File: src/rtl/pbrf_pkg.sv
// Shared types, codes and constants of the polled bus bridge register file.
package pbrf_pkg;

  localparam int FILE_WORDS_DEF   = 20;
  localparam int POLLED_COUNT_DEF = 3;
  localparam int FILE_REG_OFFSET  = 2;

  localparam logic [7:0]  BOOT_PING_RST = 8'd1;
  localparam logic [7:0]  PING_RST      = 8'd2;
  localparam logic [7:0]  ACK_RST       = 8'd85;
  localparam logic [7:0]  POLL0_RST     = 8'd0;
  localparam logic [7:0]  POLL1_RST     = 8'd1;
  localparam logic [7:0]  POLL2_RST     = 8'd2;
  localparam logic [15:0] READ_BASE_RST = 16'd1000;

  localparam logic [1:0] CMD_BYTE    = 2'd0;
  localparam logic [1:0] CMD_REQUEST = 2'd1;
  localparam logic [1:0] CMD_READ    = 2'd2;

  localparam logic [1:0] KIND_REPLY  = 2'd0;
  localparam logic [1:0] KIND_WORD   = 2'd1;
  localparam logic [1:0] KIND_STATUS = 2'd2;

  localparam logic [2:0] CFG_BOOT_PING = 3'd0;
  localparam logic [2:0] CFG_PING      = 3'd1;
  localparam logic [2:0] CFG_ACK       = 3'd2;
  localparam logic [2:0] CFG_POLL0     = 3'd3;
  localparam logic [2:0] CFG_POLL1     = 3'd4;
  localparam logic [2:0] CFG_POLL2     = 3'd5;
  localparam logic [2:0] CFG_READ_BASE = 3'd6;

  typedef enum logic [1:0] {
    PH_IDLE,
    PH_ECHO,
    PH_LO,
    PH_HI
  } phase_t;

  typedef enum logic [1:0] {
    CTL_IDLE,
    CTL_INC,
    CTL_STREAM
  } ctl_t;

  typedef struct packed {
    logic [1:0]  command;
    logic [7:0]  data_byte;
    logic [15:0] read_address;
    logic [15:0] read_count;
  } in_item_t;

  typedef struct packed {
    logic [1:0]  kind;
    logic [7:0]  reply_byte;
    logic [15:0] reg_word;
    logic        read_status;
    logic        last;
  } out_item_t;

endpackage

File: src/rtl/pbrf_ram.sv
// Generic single-write, single-read RAM with registered read data.
module pbrf_ram #(
  parameter int WIDTH = 16,
  parameter int DEPTH = 20
) (
  input  logic                     clk,
  input  logic                     wr_en,
  input  logic [$clog2(DEPTH)-1:0] wr_addr,
  input  logic [WIDTH-1:0]         wr_data,
  input  logic [$clog2(DEPTH)-1:0] rd_addr,
  output logic [WIDTH-1:0]         rd_data
);

  logic [WIDTH-1:0] mem_r [DEPTH];
  logic [WIDTH-1:0] rd_data_r;

  always_ff @(posedge clk) begin
    if (wr_en) begin
      mem_r[wr_addr] <= wr_data;
    end
    rd_data_r <= mem_r[rd_addr];
  end

  assign rd_data = rd_data_r;

endmodule

File: src/rtl/poll_bridge_register_file_unit.sv
// Top level of the polled bus bridge with its readable word file.
// A received byte is handled in the idle state; incrementing a ping counter adds the counter-increment state.
// A request or a failed or empty read puts its item in the output queue in the cycle after acceptance.
// A block read goes through the stream state and the read register of the file memory, then
// delivers one word per cycle while the two-entry output queue has room (single read port).
// Synchronous reset clears the control state and the file's valid bits; the file reads as zero.
module poll_bridge_register_file_unit #(
  parameter int FILE_WORDS   = pbrf_pkg::FILE_WORDS_DEF,
  parameter int POLLED_COUNT = pbrf_pkg::POLLED_COUNT_DEF
) (
  input  logic                clk,
  input  logic                rst_n,
  input  logic                in_valid,
  output logic                in_stall,
  input  pbrf_pkg::in_item_t  in_data,
  output logic                out_valid,
  input  logic                out_stall,
  output pbrf_pkg::out_item_t out_data,
  input  logic                cfg_valid,
  output logic                cfg_ready,
  input  logic [2:0]          cfg_index,
  input  logic [15:0]         cfg_data
);

  localparam int AW = $clog2(FILE_WORDS);
  localparam int CW = $clog2(FILE_WORDS + 1);

  logic [7:0]  boot_ping_r, ping_r, ack_r, poll0_r, poll1_r, poll2_r;
  logic [15:0] read_base_r;

  pbrf_pkg::phase_t phase_r, phase_nxt;
  pbrf_pkg::ctl_t   ctl_r, ctl_nxt;
  logic [1:0]  poll_idx_r, poll_idx_nxt;
  logic [7:0]  cur_reg_r, cur_reg_nxt;
  logic [7:0]  low_r, low_nxt;
  logic [7:0]  reply_r, reply_nxt;
  logic        inc_addr_r, inc_addr_nxt;
  logic [AW-1:0] rd_addr_r, rd_addr_nxt;
  logic [CW-1:0] left_r, left_nxt;
  logic        infl_r, infl_nxt;
  logic        infl_last_r, infl_last_nxt;

  logic [FILE_WORDS-1:0] vld_r, vld_nxt;
  logic        rd_vld_r;

  pbrf_pkg::out_item_t q_r [2];
  logic [1:0]  cnt_r, cnt_nxt;
  logic        wp_r, rp_r;

  logic        in_acc, pop, push, issue;
  pbrf_pkg::out_item_t push_d;
  logic        mem_we;
  logic [AW-1:0] mem_waddr, mem_raddr;
  logic [15:0] mem_wdata, mem_q, file_word;
  logic [16:0] rd_end, rd_lim;
  logic        range_bad;
  logic [8:0]  store_idx;
  logic [7:0]  poll_sel;
  logic [1:0]  occ, occ_after;

  pbrf_ram #(
    .WIDTH(16),
    .DEPTH(FILE_WORDS)
  ) u_file (
    .clk    (clk),
    .wr_en  (mem_we),
    .wr_addr(mem_waddr),
    .wr_data(mem_wdata),
    .rd_addr(mem_raddr),
    .rd_data(mem_q)
  );

  assign cfg_ready = 1'b1;

  always_ff @(posedge clk) begin
    if (!rst_n) begin
      boot_ping_r <= pbrf_pkg::BOOT_PING_RST;
      ping_r      <= pbrf_pkg::PING_RST;
      ack_r       <= pbrf_pkg::ACK_RST;
      poll0_r     <= pbrf_pkg::POLL0_RST;
      poll1_r     <= pbrf_pkg::POLL1_RST;
      poll2_r     <= pbrf_pkg::POLL2_RST;
      read_base_r <= pbrf_pkg::READ_BASE_RST;
    end else if (cfg_valid && cfg_ready) begin
      case (cfg_index)
        pbrf_pkg::CFG_BOOT_PING: boot_ping_r <= cfg_data[7:0];
        pbrf_pkg::CFG_PING:      ping_r      <= cfg_data[7:0];
        pbrf_pkg::CFG_ACK:       ack_r       <= cfg_data[7:0];
        pbrf_pkg::CFG_POLL0:     poll0_r     <= cfg_data[7:0];
        pbrf_pkg::CFG_POLL1:     poll1_r     <= cfg_data[7:0];
        pbrf_pkg::CFG_POLL2:     poll2_r     <= cfg_data[7:0];
        pbrf_pkg::CFG_READ_BASE: read_base_r <= cfg_data;
        default: ;
      endcase
    end
  end

  assign out_valid = (cnt_r != 2'd0);
  assign out_data  = q_r[rp_r];
  assign pop       = out_valid && !out_stall;
  assign in_stall  = (ctl_r != pbrf_pkg::CTL_IDLE) || (cnt_r == 2'd2);
  assign in_acc    = in_valid && !in_stall;

  assign file_word = rd_vld_r ? mem_q : 16'd0;
  assign rd_end    = {1'b0, in_data.read_address} + {1'b0, in_data.read_count};
  assign rd_lim    = {1'b0, read_base_r} + 17'(FILE_WORDS);
  assign range_bad = (in_data.read_address < read_base_r) || (rd_end > rd_lim);
  assign store_idx = 9'(pbrf_pkg::FILE_REG_OFFSET) + {1'b0, cur_reg_r};
  assign occ       = cnt_r + {1'b0, infl_r};
  assign occ_after = occ - {1'b0, pop};

  always_comb begin
    case (poll_idx_r)
      2'd0:    poll_sel = poll0_r;
      2'd1:    poll_sel = poll1_r;
      default: poll_sel = poll2_r;
    endcase
  end

  always_comb begin
    phase_nxt     = phase_r;
    ctl_nxt       = ctl_r;
    poll_idx_nxt  = poll_idx_r;
    cur_reg_nxt   = cur_reg_r;
    low_nxt       = low_r;
    reply_nxt     = reply_r;
    inc_addr_nxt  = inc_addr_r;
    rd_addr_nxt   = rd_addr_r;
    left_nxt      = left_r;
    infl_nxt      = 1'b0;
    infl_last_nxt = infl_last_r;
    vld_nxt       = vld_r;
    mem_we        = 1'b0;
    mem_waddr     = store_idx[AW-1:0];
    mem_wdata     = {in_data.data_byte, low_r};
    mem_raddr     = rd_addr_r;
    push          = 1'b0;
    push_d        = '0;
    issue         = 1'b0;

    case (ctl_r)
      pbrf_pkg::CTL_IDLE: begin
        if (in_acc) begin
          case (in_data.command)
            pbrf_pkg::CMD_BYTE: begin
              case (phase_r)
                pbrf_pkg::PH_IDLE: begin
                  if (in_data.data_byte == boot_ping_r) begin
                    reply_nxt    = ack_r;
                    inc_addr_nxt = 1'b0;
                    mem_raddr    = '0;
                    ctl_nxt      = pbrf_pkg::CTL_INC;
                  end else if (in_data.data_byte == ping_r) begin
                    if (32'(poll_idx_r) < POLLED_COUNT) begin
                      cur_reg_nxt  = poll_sel;
                      reply_nxt    = poll_sel;
                      poll_idx_nxt = poll_idx_r + 2'd1;
                      phase_nxt    = pbrf_pkg::PH_ECHO;
                    end else begin
                      reply_nxt    = ack_r;
                      inc_addr_nxt = 1'b1;
                      mem_raddr    = AW'(1);
                      ctl_nxt      = pbrf_pkg::CTL_INC;
                    end
                  end else begin
                    cur_reg_nxt = in_data.data_byte;
                    phase_nxt   = pbrf_pkg::PH_LO;
                  end
                end
                pbrf_pkg::PH_ECHO: begin
                  phase_nxt = (in_data.data_byte == cur_reg_r) ? pbrf_pkg::PH_LO
                                                               : pbrf_pkg::PH_IDLE;
                end
                pbrf_pkg::PH_LO: begin
                  low_nxt   = in_data.data_byte;
                  phase_nxt = pbrf_pkg::PH_HI;
                end
                default: begin
                  if (32'(store_idx) < FILE_WORDS) begin
                    mem_we                         = 1'b1;
                    vld_nxt[store_idx[AW-1:0]]     = 1'b1;
                  end
                  phase_nxt = pbrf_pkg::PH_IDLE;
                end
              endcase
            end
            pbrf_pkg::CMD_REQUEST: begin
              push              = 1'b1;
              push_d.kind       = pbrf_pkg::KIND_REPLY;
              push_d.reply_byte = reply_r;
              push_d.last       = 1'b1;
            end
            pbrf_pkg::CMD_READ: begin
              if (range_bad || (in_data.read_count == 16'd0)) begin
                push               = 1'b1;
                push_d.kind        = pbrf_pkg::KIND_STATUS;
                push_d.read_status = range_bad;
                push_d.last        = 1'b1;
              end else begin
                rd_addr_nxt = AW'(in_data.read_address - read_base_r);
                left_nxt    = CW'(in_data.read_count);
                ctl_nxt     = pbrf_pkg::CTL_STREAM;
              end
            end
            default: ;
          endcase
        end
      end
      pbrf_pkg::CTL_INC: begin
        mem_we                 = 1'b1;
        mem_waddr              = AW'(inc_addr_r);
        mem_wdata              = file_word + 16'd1;
        vld_nxt[AW'(inc_addr_r)] = 1'b1;
        ctl_nxt                = pbrf_pkg::CTL_IDLE;
      end
      pbrf_pkg::CTL_STREAM: begin
        if (infl_r) begin
          push            = 1'b1;
          push_d.kind     = pbrf_pkg::KIND_WORD;
          push_d.reg_word = file_word;
          push_d.last     = infl_last_r;
        end
        if ((left_r != '0) && (occ_after < 2'd2)) begin
          issue         = 1'b1;
          mem_raddr     = rd_addr_r;
          rd_addr_nxt   = rd_addr_r + AW'(1);
          left_nxt      = left_r - CW'(1);
          infl_nxt      = 1'b1;
          infl_last_nxt = (left_r == CW'(1));
        end
        if ((left_r == '0) && !infl_r) begin
          ctl_nxt = pbrf_pkg::CTL_IDLE;
        end
      end
      default: ctl_nxt = pbrf_pkg::CTL_IDLE;
    endcase
  end

  always_comb begin
    cnt_nxt = cnt_r + {1'b0, push} - {1'b0, pop};
  end

  always_ff @(posedge clk) begin
    if (!rst_n) begin
      phase_r    <= pbrf_pkg::PH_IDLE;
      ctl_r      <= pbrf_pkg::CTL_IDLE;
      poll_idx_r <= 2'd0;
      cur_reg_r  <= 8'd0;
      low_r      <= 8'd0;
      reply_r    <= 8'd0;
      left_r     <= '0;
      infl_r     <= 1'b0;
      vld_r      <= '0;
      cnt_r      <= 2'd0;
      wp_r       <= 1'b0;
      rp_r       <= 1'b0;
    end else begin
      phase_r    <= phase_nxt;
      ctl_r      <= ctl_nxt;
      poll_idx_r <= poll_idx_nxt;
      cur_reg_r  <= cur_reg_nxt;
      low_r      <= low_nxt;
      reply_r    <= reply_nxt;
      left_r     <= left_nxt;
      infl_r     <= infl_nxt;
      vld_r      <= vld_nxt;
      cnt_r      <= cnt_nxt;
      if (push) begin
        wp_r <= ~wp_r;
      end
      if (pop) begin
        rp_r <= ~rp_r;
      end
    end
  end

  always_ff @(posedge clk) begin
    inc_addr_r  <= inc_addr_nxt;
    rd_addr_r   <= rd_addr_nxt;
    infl_last_r <= infl_last_nxt;
    rd_vld_r    <= vld_r[mem_raddr];
    if (push) begin
      q_r[wp_r] <= push_d;
    end
  end

  a_queue_bound: assert property (@(posedge clk) disable iff (!rst_n)
    cnt_r != 2'd3)
    else $error("Output queue holds more than two items.");

  a_push_room: assert property (@(posedge clk) disable iff (!rst_n)
    push |-> (cnt_r != 2'd2) || pop)
    else $error("Item pushed into a full output queue.");

  a_inc_follows_ping: assert property (@(posedge clk) disable iff (!rst_n)
    ctl_r == pbrf_pkg::CTL_INC |=> ctl_r == pbrf_pkg::CTL_IDLE)
    else $error("Counter update did not finish in one cycle.");

  a_read_in_file: assert property (@(posedge clk) disable iff (!rst_n)
    issue |-> 32'(rd_addr_r) < FILE_WORDS)
    else $error("Block read addresses a word beyond the file.");

endmodule

File: config.mk
export PLATFORM = sky130hd
export DESIGN_NAME = poll_bridge_register_file_unit
export DESIGN_NICKNAME = d
export VERILOG_FILES = /design/src/rtl/pbrf_pkg.sv /design/src/rtl/pbrf_ram.sv /design/src/rtl/poll_bridge_register_file_unit.sv
export SDC_FILE = /design/constraint.sdc
export NUM_CORES = 1
export LEC_CHECK = 0
export ABC_AREA = 1
export BUFFER_PORTS_ARGS = -buffer_cell sky130_fd_sc_hd__buf_2
export CAP_MARGIN = 20
export CORE_ASPECT_RATIO = 1.1
export CORE_UTILIZATION = 46
export DETAILED_ROUTE_END_ITERATION = 16
export GPL_TIMING_DRIVEN = 0
export SYNTH_ARGS = -nofsm -noshare
export SYNTH_HDL_FRONTEND = slang
export SYNTH_SLANG_ARGS = --single-unit
File: constraint.sdc
create_clock -name clk -period 5.5 [get_ports clk]
set_clock_uncertainty 0.1 [all_clocks]
set_input_delay 0.825 -clock clk [delete_from_list [all_inputs] [get_ports clk]]
set_output_delay 0.825 -clock clk [all_outputs]
set_load 0.01 [all_outputs]
# Yosys cells after proc, flatten, opt, wreduce, memory -nomap -nowiden
# Memories as Yosys holds them, arrays and structs flattened. A register that Yosys moved wholly into a read port is not among the register bits.
# Index checks and enable logic that the tools add are counted.
# Widths: inputs -> output; s select.
[word_totals]
reg_bits = 132
latchBits = 0
ram_bits = 376
romBits = 0
inputBits = 66
out_inout_bits = 31
word_cells = 217
mem_count = 2
[classes]
add_sub_neg = 12
n_mul = 0
div = 0
n_lt_le_gt_ge = 10
n_eq_ne = 35
shifts = 0
mux = 86
n_bitwise = 5
n_reduce_logical = 44
[memory_table]
columns = ["name", "words", "word_bits", "rd", "rd_ports_with_merged_regs", "wr", "line", "text"]
rows = [
  ["u_file.mem_r", 20, 16, 1, 1, 1, "pbrf_ram.sv:14", "logic [WIDTH-1:0] mem_r [DEPTH];"],
  ["q_r", 2, 28, 1, 1, 1, "poll_bridge_register_file_unit.sv:46", "pbrf_pkg::out_item_t q_r [2];"],
]
[op_table]
columns = ["op", "n"]
rows = [
  ["$mux 20", 4],
  ["$mux 5", 16],
  ["$mux 16", 4],
  ["$mux 8", 7],
  ["$pmux 20 s2", 1],
  ["$mux 2", 15],
  ["$eq 8x8->1", 3],
  ["$mux 1", 23],
  ["$or 20x2->20", 1],
  ["$or 20x20->20", 1],
  ["$pmux 5 s2", 2],
  ["$reduce_and 5->1", 4],
  ["$reduce_and 2->1", 9],
  ["$add 16x16->17", 1],
  ["$add 16x5->17 const B", 1],
  ["$gt 17x17->1", 1],
  ["$add 16x1->16 const B", 1],
  ["$logic_not 16->1", 1],
  ["$lt 16x16->1", 1],
  ["$ne 2x2->1 const B", 8],
  ["$pmux 8 s2", 1],
  ["$reduce_and 7->1", 2],
  ["$lt 5x6->1 const B", 2],
  ["$pmux 2 s2", 3],
  ["other kinds (40)", 80],
]

# Depth between registers and ports, before layout
# Gate-level depths: netlist of the first run.
[logic_depth]
word_depth = 11
depth_mapped = 32
mapped_depth_nobuf = 32

# By module
# A second synthesis of the first run with hierarchy kept.
[unflattened]
hier_cells = 2463
hier_area_um2 = 23971.7
[by_module_without_submodules]
columns = ["mod", "n_inst", "cells_each", "area_each_um2", "seq_area_each_um2"]
rows = [
  ["pbrf_ram", 1, 1096, 13275.2, 9929.5],
  ["poll_bridge_register_file_unit", 1, 1367, 10696.5, 4414.2],
]

# Worst setup path before layout of the first run
# No wires, ideal clock.
[synth_timing]
path_kind = "input to register"
from = "input port in_data[0] in the netlist's numbering"
to = "memory q_r[0][0] in the netlist's numbering, enable pin"
setup_ns = 0.413
t_arrival_ns = 4.793
required_ns = 4.987
setup_slack_ns = 0.194
path_stages = 27
path_buffers = 0
path_cell_list = "ha_1 > inv_1 > fa_1 > inv_1 > a21o_1 > a21oi_1 > o21ai_0 > nand2_1 > nand2_1 > a21boi_0 > o21ai_0 > xor2_1 > ha_1 > nand2_1 > inv_1 > o21ai_0 > a21oi_1 > nor3_1 > nand2_1 > nand2_1 > nand3_1 > nand2_1 > nand2_1 > nand2_1 > nand2_1 > inv_1 > nor2_1"
[synth_between]
elab_chain_cells = 10
word_cells_on_any_way = 11
cone_classes = "1 x add/sub; 1 x order compare; 6 x mux; 3 x reduce/logical"
[synth_rtl]
columns = ["element", "line", "text"]
rows = [
  ["start, declared", "poll_bridge_register_file_unit.sv:15", "input pbrf_pkg::in_item_t in_data,"],
  ["$add 16x16->17", "poll_bridge_register_file_unit.sv:105", "assign rd_end = {1'b0, in_data.read_address} + {1'b0, in_data.read_count};"],
  ["$gt 17x17->1", "poll_bridge_register_file_unit.sv:107", "assign range_bad = (in_data.read_address < read_base_r) || (rd_end > rd_lim);"],
  ["$logic_or 1x1->1", "poll_bridge_register_file_unit.sv:107", ""],
  ["$logic_or 1x1->1 *", "poll_bridge_register_file_unit.sv:194", "if (range_bad || (in_data.read_count == 16'd0)) begin"],
  ["$mux 1 *", "poll_bridge_register_file_unit.sv:194", ""],
  ["$pmux 1 s2 *", "poll_bridge_register_file_unit.sv:144", "case (in_data.command)"],
  ["$mux 1 *", "poll_bridge_register_file_unit.sv:143", "if (in_acc) begin"],
  ["$pmux 1 s2 *", "poll_bridge_register_file_unit.sv:141", "case (ctl_r)"],
  ["$mux 1 *", "poll_bridge_register_file_unit.sv:282", "if (push) begin"],
  ["$mux 1 (implied by the code) *", "poll_bridge_register_file_unit.sv:283", "q_r[wp_r] <= push_d;"],
  ["end, declared", "poll_bridge_register_file_unit.sv:46", ""],
]
# Every way passes the cells marked *; elsewhere a longest branch is shown, timed or not.

# Final worst setup path of the first run
[layout_timing]
from = "input port in_data[0] in the netlist's numbering"
to = "register cnt_r[1]"
[layout_between]
elab_chain_cells = 10
word_cells_on_any_way = 11
cone_classes = "3 x add/sub; 1 x order compare; 4 x mux; 3 x reduce/logical"
[layout_rtl]
columns = ["element", "line", "text"]
rows = [
  ["$add 16x16->17", "poll_bridge_register_file_unit.sv:105", ""],
  ["$gt 17x17->1", "poll_bridge_register_file_unit.sv:107", ""],
  ["$logic_or 1x1->1", "poll_bridge_register_file_unit.sv:107", ""],
  ["$logic_or 1x1->1 *", "poll_bridge_register_file_unit.sv:194", ""],
  ["$mux 1 *", "poll_bridge_register_file_unit.sv:194", ""],
  ["$pmux 1 s2 *", "poll_bridge_register_file_unit.sv:144", ""],
  ["$mux 1 *", "poll_bridge_register_file_unit.sv:143", ""],
  ["$pmux 1 s2 *", "poll_bridge_register_file_unit.sv:141", ""],
  ["$add 2x1->2 *", "poll_bridge_register_file_unit.sv:240", "cnt_nxt = cnt_r + {1'b0, push} - {1'b0, pop};"],
  ["$sub 2x1->2 *", "poll_bridge_register_file_unit.sv:240", ""],
  ["end signal, assigned", "poll_bridge_register_file_unit.sv:267", "cnt_r <= cnt_nxt;"],
  ["end, declared", "poll_bridge_register_file_unit.sv:47", "logic [1:0] cnt_r, cnt_nxt;"],
]
# Marks and branches as above.
# A chain may end at the register's enable or synchronous reset.

==> flow_results.org, run 1 <==
** Timing
- RSZ-0062 raised after global routing :: false
- The final-report max-slew violation count came to 0.
- Derived from the worst setup path, the maximum achievable clock frequency is 0.2019 GHz.
- At the pin with the least slew margin, the transition time is 1.138 ns.
- The worst path uses about nine tenths of the clock period.
- Setup violators final :: 0
- Final-report hold violation count :: 0
- Subtracting the final worst setup slack from the clock period gives 4.952 ns.
- Measured against its own limit, the worst slew margin works out to 23.95%.

** Drt
- Once detail routing completed, the nets flagged for antenna violations numbered 0.
- Dividing the detail-routed via count by the number of cells gives roughly 5.4.
- In the final routed layout, each cell accounts on average for 20.55 µm.
- After detailed routing, the number of remaining DRC violations is 0.
- Vias post-DR :: 18,751
- For this run, the detailed router's first-pass iteration total came to 6.
- After the first detailed-routing iteration, the DRC count stood at 1,211.
- Summed over all layers, the routed wires come to 71.36 mm.

** Synth
- Yosys printed 0 warnings.
- EDFF count, synth :: 383
- The biggest area contributor in the post-synthesis netlist is edfxtp_1.
- The synthesized design devotes to its leading area cell type 46.33% of total area.
- Flops & latches, synth :: 525
- After synthesis, the most frequently instantiated cells are nand2_1 (404), edfxtp_1 (383), inv_1 (365).
- Sorting the synthesized cells by area gives the leading types as edfxtp_1 (46%), dfxtp_1 (11%), nand3_1 (7.0%).
- Share of synthesized registers carrying an async set or reset :: 0%
- Proportion of synthesized chip area in sequential cells :: between 50 and 60%
- In the synthesized netlist the dominant register cell turns out to be edfxtp_1.
- In this run, distinct cell masters in the synthesized netlist total 49.
- Net count after synthesis :: 2,721
- Synthesis handed over a netlist of between 2,000 and 3,000 instances.
- The most common cell in the synthesized netlist is nand2_1.
- Mean post-synth cell area :: 9.591 µm²
- After synthesis the cells add up to 0.02482 mm².

** Floorplan
- In this run the count of I/O pins placed on the die edge is 97.
- Row cnt :: 88
- Area enclosed by the die boundary :: 0.05490 mm²
- For this configuration, the core starts out at a cell density of 46.97%.
- Die Wd :: 223.5 µm
- Die span in y :: 245.6 µm
- The total area inside the core boundary comes to around 0.053 mm².

** Setup path
- On the critical path, the stage with the largest delay is an instance of ha_1.
- Critical path type :: input pin to flop
- For the worst setup path, the data arrival time is 5.39 ns.
- The worst setup path is launched from an input pin.
- Reg-to-reg setup timing slack :: 0.89 ns
- Worst stage delay on the critical path :: 0.32 ns
- Counting stages on the worst path, the most repeated cell is nand2_1.
- Data on the critical path is required at its endpoint by 5.94 ns.
- Category of the worst setup path capture point :: flop
- In this run the worst path has a maximum fanout of 3.

** Power
- Dividing total power by cell area gives a power density of 362.2 mW/mm².
- Summed over all cells, the static leakage comes to 11.74 nW.
- IR analysis of the VDD net gives a maximum drop of 0.2698 mV.
- Total chip power :: around 0.010 W

** Layout
- Once layout is complete, the utilization of the core stands at 53.76%.
- After the last flow step, the layout net total stands at 2,888.
- Relative to the synthesized area, the layout overhead comes to 14.46%.
- Fraction of layout instances using a drive strength above 1 :: 11.33%
- Antenna cells :: 0

** Clocking
- TritonCTS built the clock tree.
- Clock latency of the later-clocked register in the worst-skew pair :: 0.61 ns
- Number of sinks handled by clock tree synthesis :: 525
- Post-CTS setup-driven buffer insertion count :: 0
- Clock tree synthesis selected as its root buffer the cell clkbuf_16.
- The H-tree generated during clock tree synthesis spans 2 levels.
- Clock-pin slew was measured on the worst setup and hold paths at 0.06 ns.
- Buffers from clock root to sink, at most :: 3
- Number of buffers added by the clock tree synthesis step :: 54

** Run status
- Result of the run :: finished clean

** Run
- Max-cap violations in this run came to 0.

** Global routing
- Entering global routing, the biggest net connects 29 pins.
- Overflow left after global routing :: 0
- The first global-routing pass estimated 108.0 mm of wire.
- The number of antenna violations at the first check in global routing was 1.
- Global routing used about a quarter of the available tracks across all layers.
- Vias in the first global route :: 18,358

** Placement
- IO Port Bufs :: 95
- Final GP Congestion :: ~0.92
- Summed over all nets, the half-perimeter wirelength after detailed placement is 52.48 mm.

** Worst hold path
- Worst Hold Class :: input pin to flop
[logic make-up (layout without fill, tap and decap cells)]
kind of cell	count (synthesis)	in the layout	share of synthesized area, %
AO/OA/AOI/OAI	344	344	7.682
XOR/XNOR	52	52	1.835
adder cells (fa/ha/maj)	67	67	3.438
buffers and inverters	496	706	8.070
flip-flops	525	525	57.79
multiplexers	28	28	1.270
other	1	1	0.01511
AND/OR/NAND/NOR	1075	1075	19.91
[layout by cell type (no fill, tap or decap), types with 55 or more instances in the layout]
| cell | netlist | layout |
|---|---|---|
| nand2_1 | 404 | 404 |
| edfxtp_1 | 383 | 383 |
| inv_1 | 365 | 365 |
| nand3_1 | 349 | 349 |
| nor2_1 | 179 | 174 |
| dfxtp_1 | 142 | 142 |
| buf_2 | 35 | 130 |
| o21ai_0 | 141 | 126 |
| a21oi_1 | 111 | 111 |
| clkbuf_1 | 62 | 75 |
| nand3b_1 | 66 | 66 |
| ha_1 | 65 | 65 |
| clkbuf_16 | 0 | 55 |
[timing repair]
item / in CTS / in global routing
hold buffers: 0 / 0
endpoints found under the hold margin: 0 / 0
resized for setup: 0 / 2
setup endpoints to repair: 0 / 1
[cell type report]
class / count / area, µm²
tap: 675 / 844.6
clock buffer: 68 / 1425
sequential: 525 / 14340
inverter: 379 / 1423
clock inverter: 31 / 469.2
multi-input combinational: 1567 / 8557
timing repair buffer: 111 / 768.2
fill: 4770 / 24440
buffer: 117 / 580.6
[final timing paths]
kind                       start  cells after the start        endpoint
setup / recovery      in_data[0]                     33        cnt_r[1]
hold / removal       cfg_data[8]                      3  read_base_r[8]
setup reg to reg  read_base_r[2]                     22      q_r[0][15]
hold reg to reg        vld_r[16]                      2       vld_r[16]
[flip-flops by register name, indices dropped and copies added (netlist names), 16 cells and up, named ones only]
signal	flops
u_file.mem_r	320
u_file.rd_data	16
q_r	56
vld_r	20
read_base_r	16
[per-stage QoR]
| stage | std cells | hold slack (ns) | TNS [ns] | setup WS (ns) | area [µm²] |
|---|---|---|---|---|---|
| global route | 3473 | 0.3586 | 0 | 0.06426 | 28410 |
| finish | 3473 | 0.3626 | 0 | 0.5481 | 28410 |
| CTS | 3473 | 0.3386 | 0 | 0.4250 | 28410 |
| global placement | 3358 | 0.3354 | -59.13 | -1.357 | 26140 |
| detailed placement | 3374 | 0.3444 | -7.502 | -0.1965 | 26520 |
| floorplan | 2588 | 0.3238 | 0 | 0.1941 | 24820 |
[routing by layer]
| metal | vias to the layer above | GRT usage (%) | part of all wire [%] |
|---|---|---|---|
| li1 | 9092 | - | - |
| met5 | - | 0 | 0.015 |
| met3 | 144 | 3.346 | 5.0 |
| met4 | 2 | 11.42 | 4.5 |
| met2 | 513 | 46.06 | 50 |
| met1 | 9000 | 32.40 | 41 |
[worst max-delay path, delay by kind of cell]
kind / cells / cell delay [ns]
AOI/OAI and AO/OA: 9 / 1.37
xor gates and xnor gates: 2 / 0.34
adders and majority gates: 5 / 1.12
buffers and inverters: 6 / 0.53
and+or+nand+nor: 11 / 1.19
[power breakdown]
| part | leakage [nW] | switching [W] | internal, W |
|---|---|---|---|
| registers | 4.80 | 0.0000680 | 0.00441 |
| clock network | 0.911 | 0.00156 | 0.00240 |
| logic | 6.02 | 0.00127 | 0.000589 |
| total | 11.7 | 0.00289 | 0.00740 |
Note: power is estimated with default switching activity, not from simulation.
==> run 2, diff against run 1 <==
MAX_ROUTING_LAYER = met4   (was unset)
==> flow_results.org, run 2 (synthesis gave the netlist of run 1 again) <==
** Setup path
- Crit-path max FO :: 28 (+25)
- Gate family responsible for the most delay along the worst path :: simple AND/OR/NAND/NOR gates
- The combined buffer and inverter count along the critical path was 3 (-3).
- Slowest stage cell, crit path :: nor2_4
- The data required time of the worst path came to 5.65 ns (-0.29 ns).
- STA classifies the critical path endpoint as a flop.
- STA classifies the critical path startpoint as an input pin.
- The endpoint arrival time on the critical path is 5.13 ns (-0.26 ns).
- Worst stage delay on the critical path :: 0.66 ns (+0.34 ns)
- In this design, the critical path's most frequently occurring cell is nand2_1.
- The setup path with the least slack is of type input pin to flop.

** Drt
- DR DRC count :: 0 (unchanged)
- Final antenna-violating net count :: 0 (unchanged)
- Drt total wl :: 71.96 mm (+0.85%)
- Detailed-routing iteration count for the pre-antenna-repair pass :: 7 (+1)
- Vias post-DR :: 18,751 (unchanged)
- Average routed wire per standard cell :: 20.73 µm (+0.88%)
- Drt via density :: 5.401 (about the same)
- The initial detailed-routing violation count was 1,300 (+7.3%).

** Layout
- Area taken by multi-input logic gates :: 0.008584 mm² (+0.32%)
- # fillers :: 4,801 (+0.65%)
- Synth-to-layout area growth :: 14.14%
- The layout net count was 2,884 (-0.14%).
- The final antenna diode count came to 0 (unchanged).
- Leaving out fill and tap cells, the most frequent cells in the layout are nand2_1 (404), edfxtp_1 (383), inv_1 (364), nand3_1 (349), nor2_1 (172).
- The flip-flop count of the largest register, all copies and words added came to 320 (unchanged).
- Fraction of layout instances using a drive strength above 1 :: 11.55% (+0.22 points)
- Footprint of the flip-flops and latches :: 0.01434 mm² (unchanged)
- Largest registers ranked by flip-flop count :: u_file.mem_r x320, q_r x56, vld_r x20
- Biggest register :: u_file.mem_r
- Most frequent standard cell in the layout excluding fill and tap cells :: nand2_1

** Floorplan
- Row cnt :: 88 (unchanged)
- Die Wd :: 223.5 µm (unchanged)
- The number of top-level pins is 97 (unchanged).
- Core region area :: 0.05285 mm² (unchanged)
- Area enclosed by the die boundary :: 0.05490 mm² (unchanged)
- The initial cell density of the core came to 46.97% (unchanged).
- The die height is 245.6 µm (unchanged).

** Clocking
- Clk slew on worst S/H paths :: 0.06 ns (about the same)
- The total CTS buffers is 54 (unchanged).
- CTS H-tree lvls :: 2 (unchanged)
- CTS Root Buffer Type :: clkbuf_16
- The buffer depth of the longest clock path came to 3 (unchanged).
- Hold buffers post-CTS :: 0 (unchanged)
- The clock latency of the later-clocked register in the worst-skew pair is 0.63 ns (+0.02 ns).
- Clock tree from TritonCTS :: done
- The CTS sink count came to 525 (unchanged).

** Timing
- Post-layout min period :: 4.980 ns (+0.02828 ns)
- The final-report max-slew violation count was 0 (unchanged).
- Setup violators final :: 0 (unchanged)
- Normalized max-slew margin :: 26.57% (+2.6 points)
- RSZ-0062 raised after global routing :: false
- Pin slew with the least headroom to its limit :: 1.099 ns (-0.03929 ns)
- Hold slack final :: 0.3462 ns (-0.01639 ns)
- Portion of the clock cycle consumed by the worst path in the final layout :: 90.55% (+0.51 points)
- The final worst setup slack was 0.5198 ns (-0.02828 ns).
- Final-report hold violation count :: 0 (unchanged)
- Max Clock Freq :: 0.2008 GHz (-0.57%)

** Placement
- Setup Slack @ Placement :: -0.1832 ns (+0.01335 ns)
- IO Port Bufs :: 95 (unchanged)
- Final GP Congestion :: 1.013 (+10%)
- Detailed placement HPWL :: 52.58 mm (+0.20%)

** Global routing
- Global-route total usage across every layer :: 27.22% (+0.97 points)
- The number of antenna violations at the first check in global routing was 0 (-1).
- Maximum number of pins on one net before global-route repair :: 29 (unchanged)
- The number of global-route vias before repair was 18,402 (+0.24%).
- First-pass GRT wire length :: 108.5 mm (+0.41%)
- The total congestion overflow after global routing is 0 (unchanged).

** Run
- The number of maximum-capacitance violations was 0 (unchanged).

** Power
- Share of total power in combinational logic :: 18.2% (+0.2 points)
- Power per unit of standard cell area :: 357.2 mW/mm² (-1.4%)
- The part of the total power dissipated in the clock network was 37.5% (-0.9 points).
- Fraction of power consumed by sequential logic :: 44.3% (+0.8 points)
- The net load switching power came to 0.002918 W (+0.89%).
- Pint :: 0.007202 W (-2.7%)
- Cell leakage power :: 11.68 nW (-0.52%)
- The maximum vdd ir drop was 0.3279 mV (+22%).
- Switch share :: 28.84% (+0.73 points)

** Worst hold path
- Worst Hold Class :: flop to flop

** Run status
- Result of the run :: finished clean
-- run 2: area by class of cell --
class                   count  area share, %
well taps                 675          2.981
flip-flops and latches    525          50.63
clock inverters            24          1.047
plain buffers             117          2.049
inverters                 379          5.034
repair buffers            107          2.451
clock buffers              78          5.511
multi-input cells        1567          30.30
-- run 2: layer usage --
metal  track usage [%]  vias up  share of wire (%)
met5                 -        -                  0
met4             11.04        0                4.0
met3             2.808      126                4.9
met2             46.55      532                 50
met1             33.00     9013                 41
li1                  -     9080                  -
-- run 2: power by group through the flow --
stage	Combinational, W	Sequential, W	Clock (W)
2_1_floorplan	0.00113	0.00454	0
3_3_place_gp	0.00176	0.00457	0
3_5_place_dp	0.00183	0.00456	0
4_1_cts	0.00184	0.00448	0.00385
5_1_grt	0.00201	0.00449	0.00400
6_report	0.00184	0.00448	0.00380
-- run 2: what timing repair did --
action | 4_1_cts | 5_1_grt
endpoints found under the setup margin | 0 | 44
setup buffers | 0 | 1
gates resized for setup | 0 | 3
-- run 2: worst register-to-register path: stages (launching register included) --
cell and delay [ns]:
dfxtp_1 0.36, inv_1 0.10, o21ai_0 0.31, nand3_1 0.17, nor3_1 0.27, nand3_1 0.19, nor2_1 0.12, nand2_1 0.08
o21ai_0 0.16, o21ai_0 0.13, ha_1 0.32, nand4_1 0.12, nor2_1 0.18, nand2_1 0.07, nand2_1 0.07, nand2_1 0.18
nand3_1 0.20, nand2_1 0.10, nand2_1 0.06, nand2_1 0.08, nand2_1 0.11, inv_1 0.09, nor2_4 0.66
-- run 2: path summary, 6_finish.rpt --
kind,startpoint,slack [ns],endpoint,cells after the start
hold reg to reg,poll0_r[2],0.35,poll0_r[2],2
setup reg to reg,read_base_r[2],0.90,q_r[0][10],22
hold / removal,poll0_r[2],0.35,poll0_r[2],2
setup / recovery,in_data[2],0.52,q_r[0][10],25
-- run 2: stage by stage --
stage | instance area (µm²) | TNS, ns | std cells | util [%] | total power [W]
global route | 28330 | 0 | 3472 | 53.61 | 0.01051
floorplan | 24820 | 0 | 2588 | - | 0.005669
finish | 28330 | 0 | 3472 | 53.61 | 0.01012
detailed placement | 26450 | -7.856 | 3369 | 50.05 | 0.006393
global placement | 26140 | -68.94 | 3358 | 49.46 | 0.006331
CTS | 28310 | 0 | 3471 | 53.56 | 0.01017
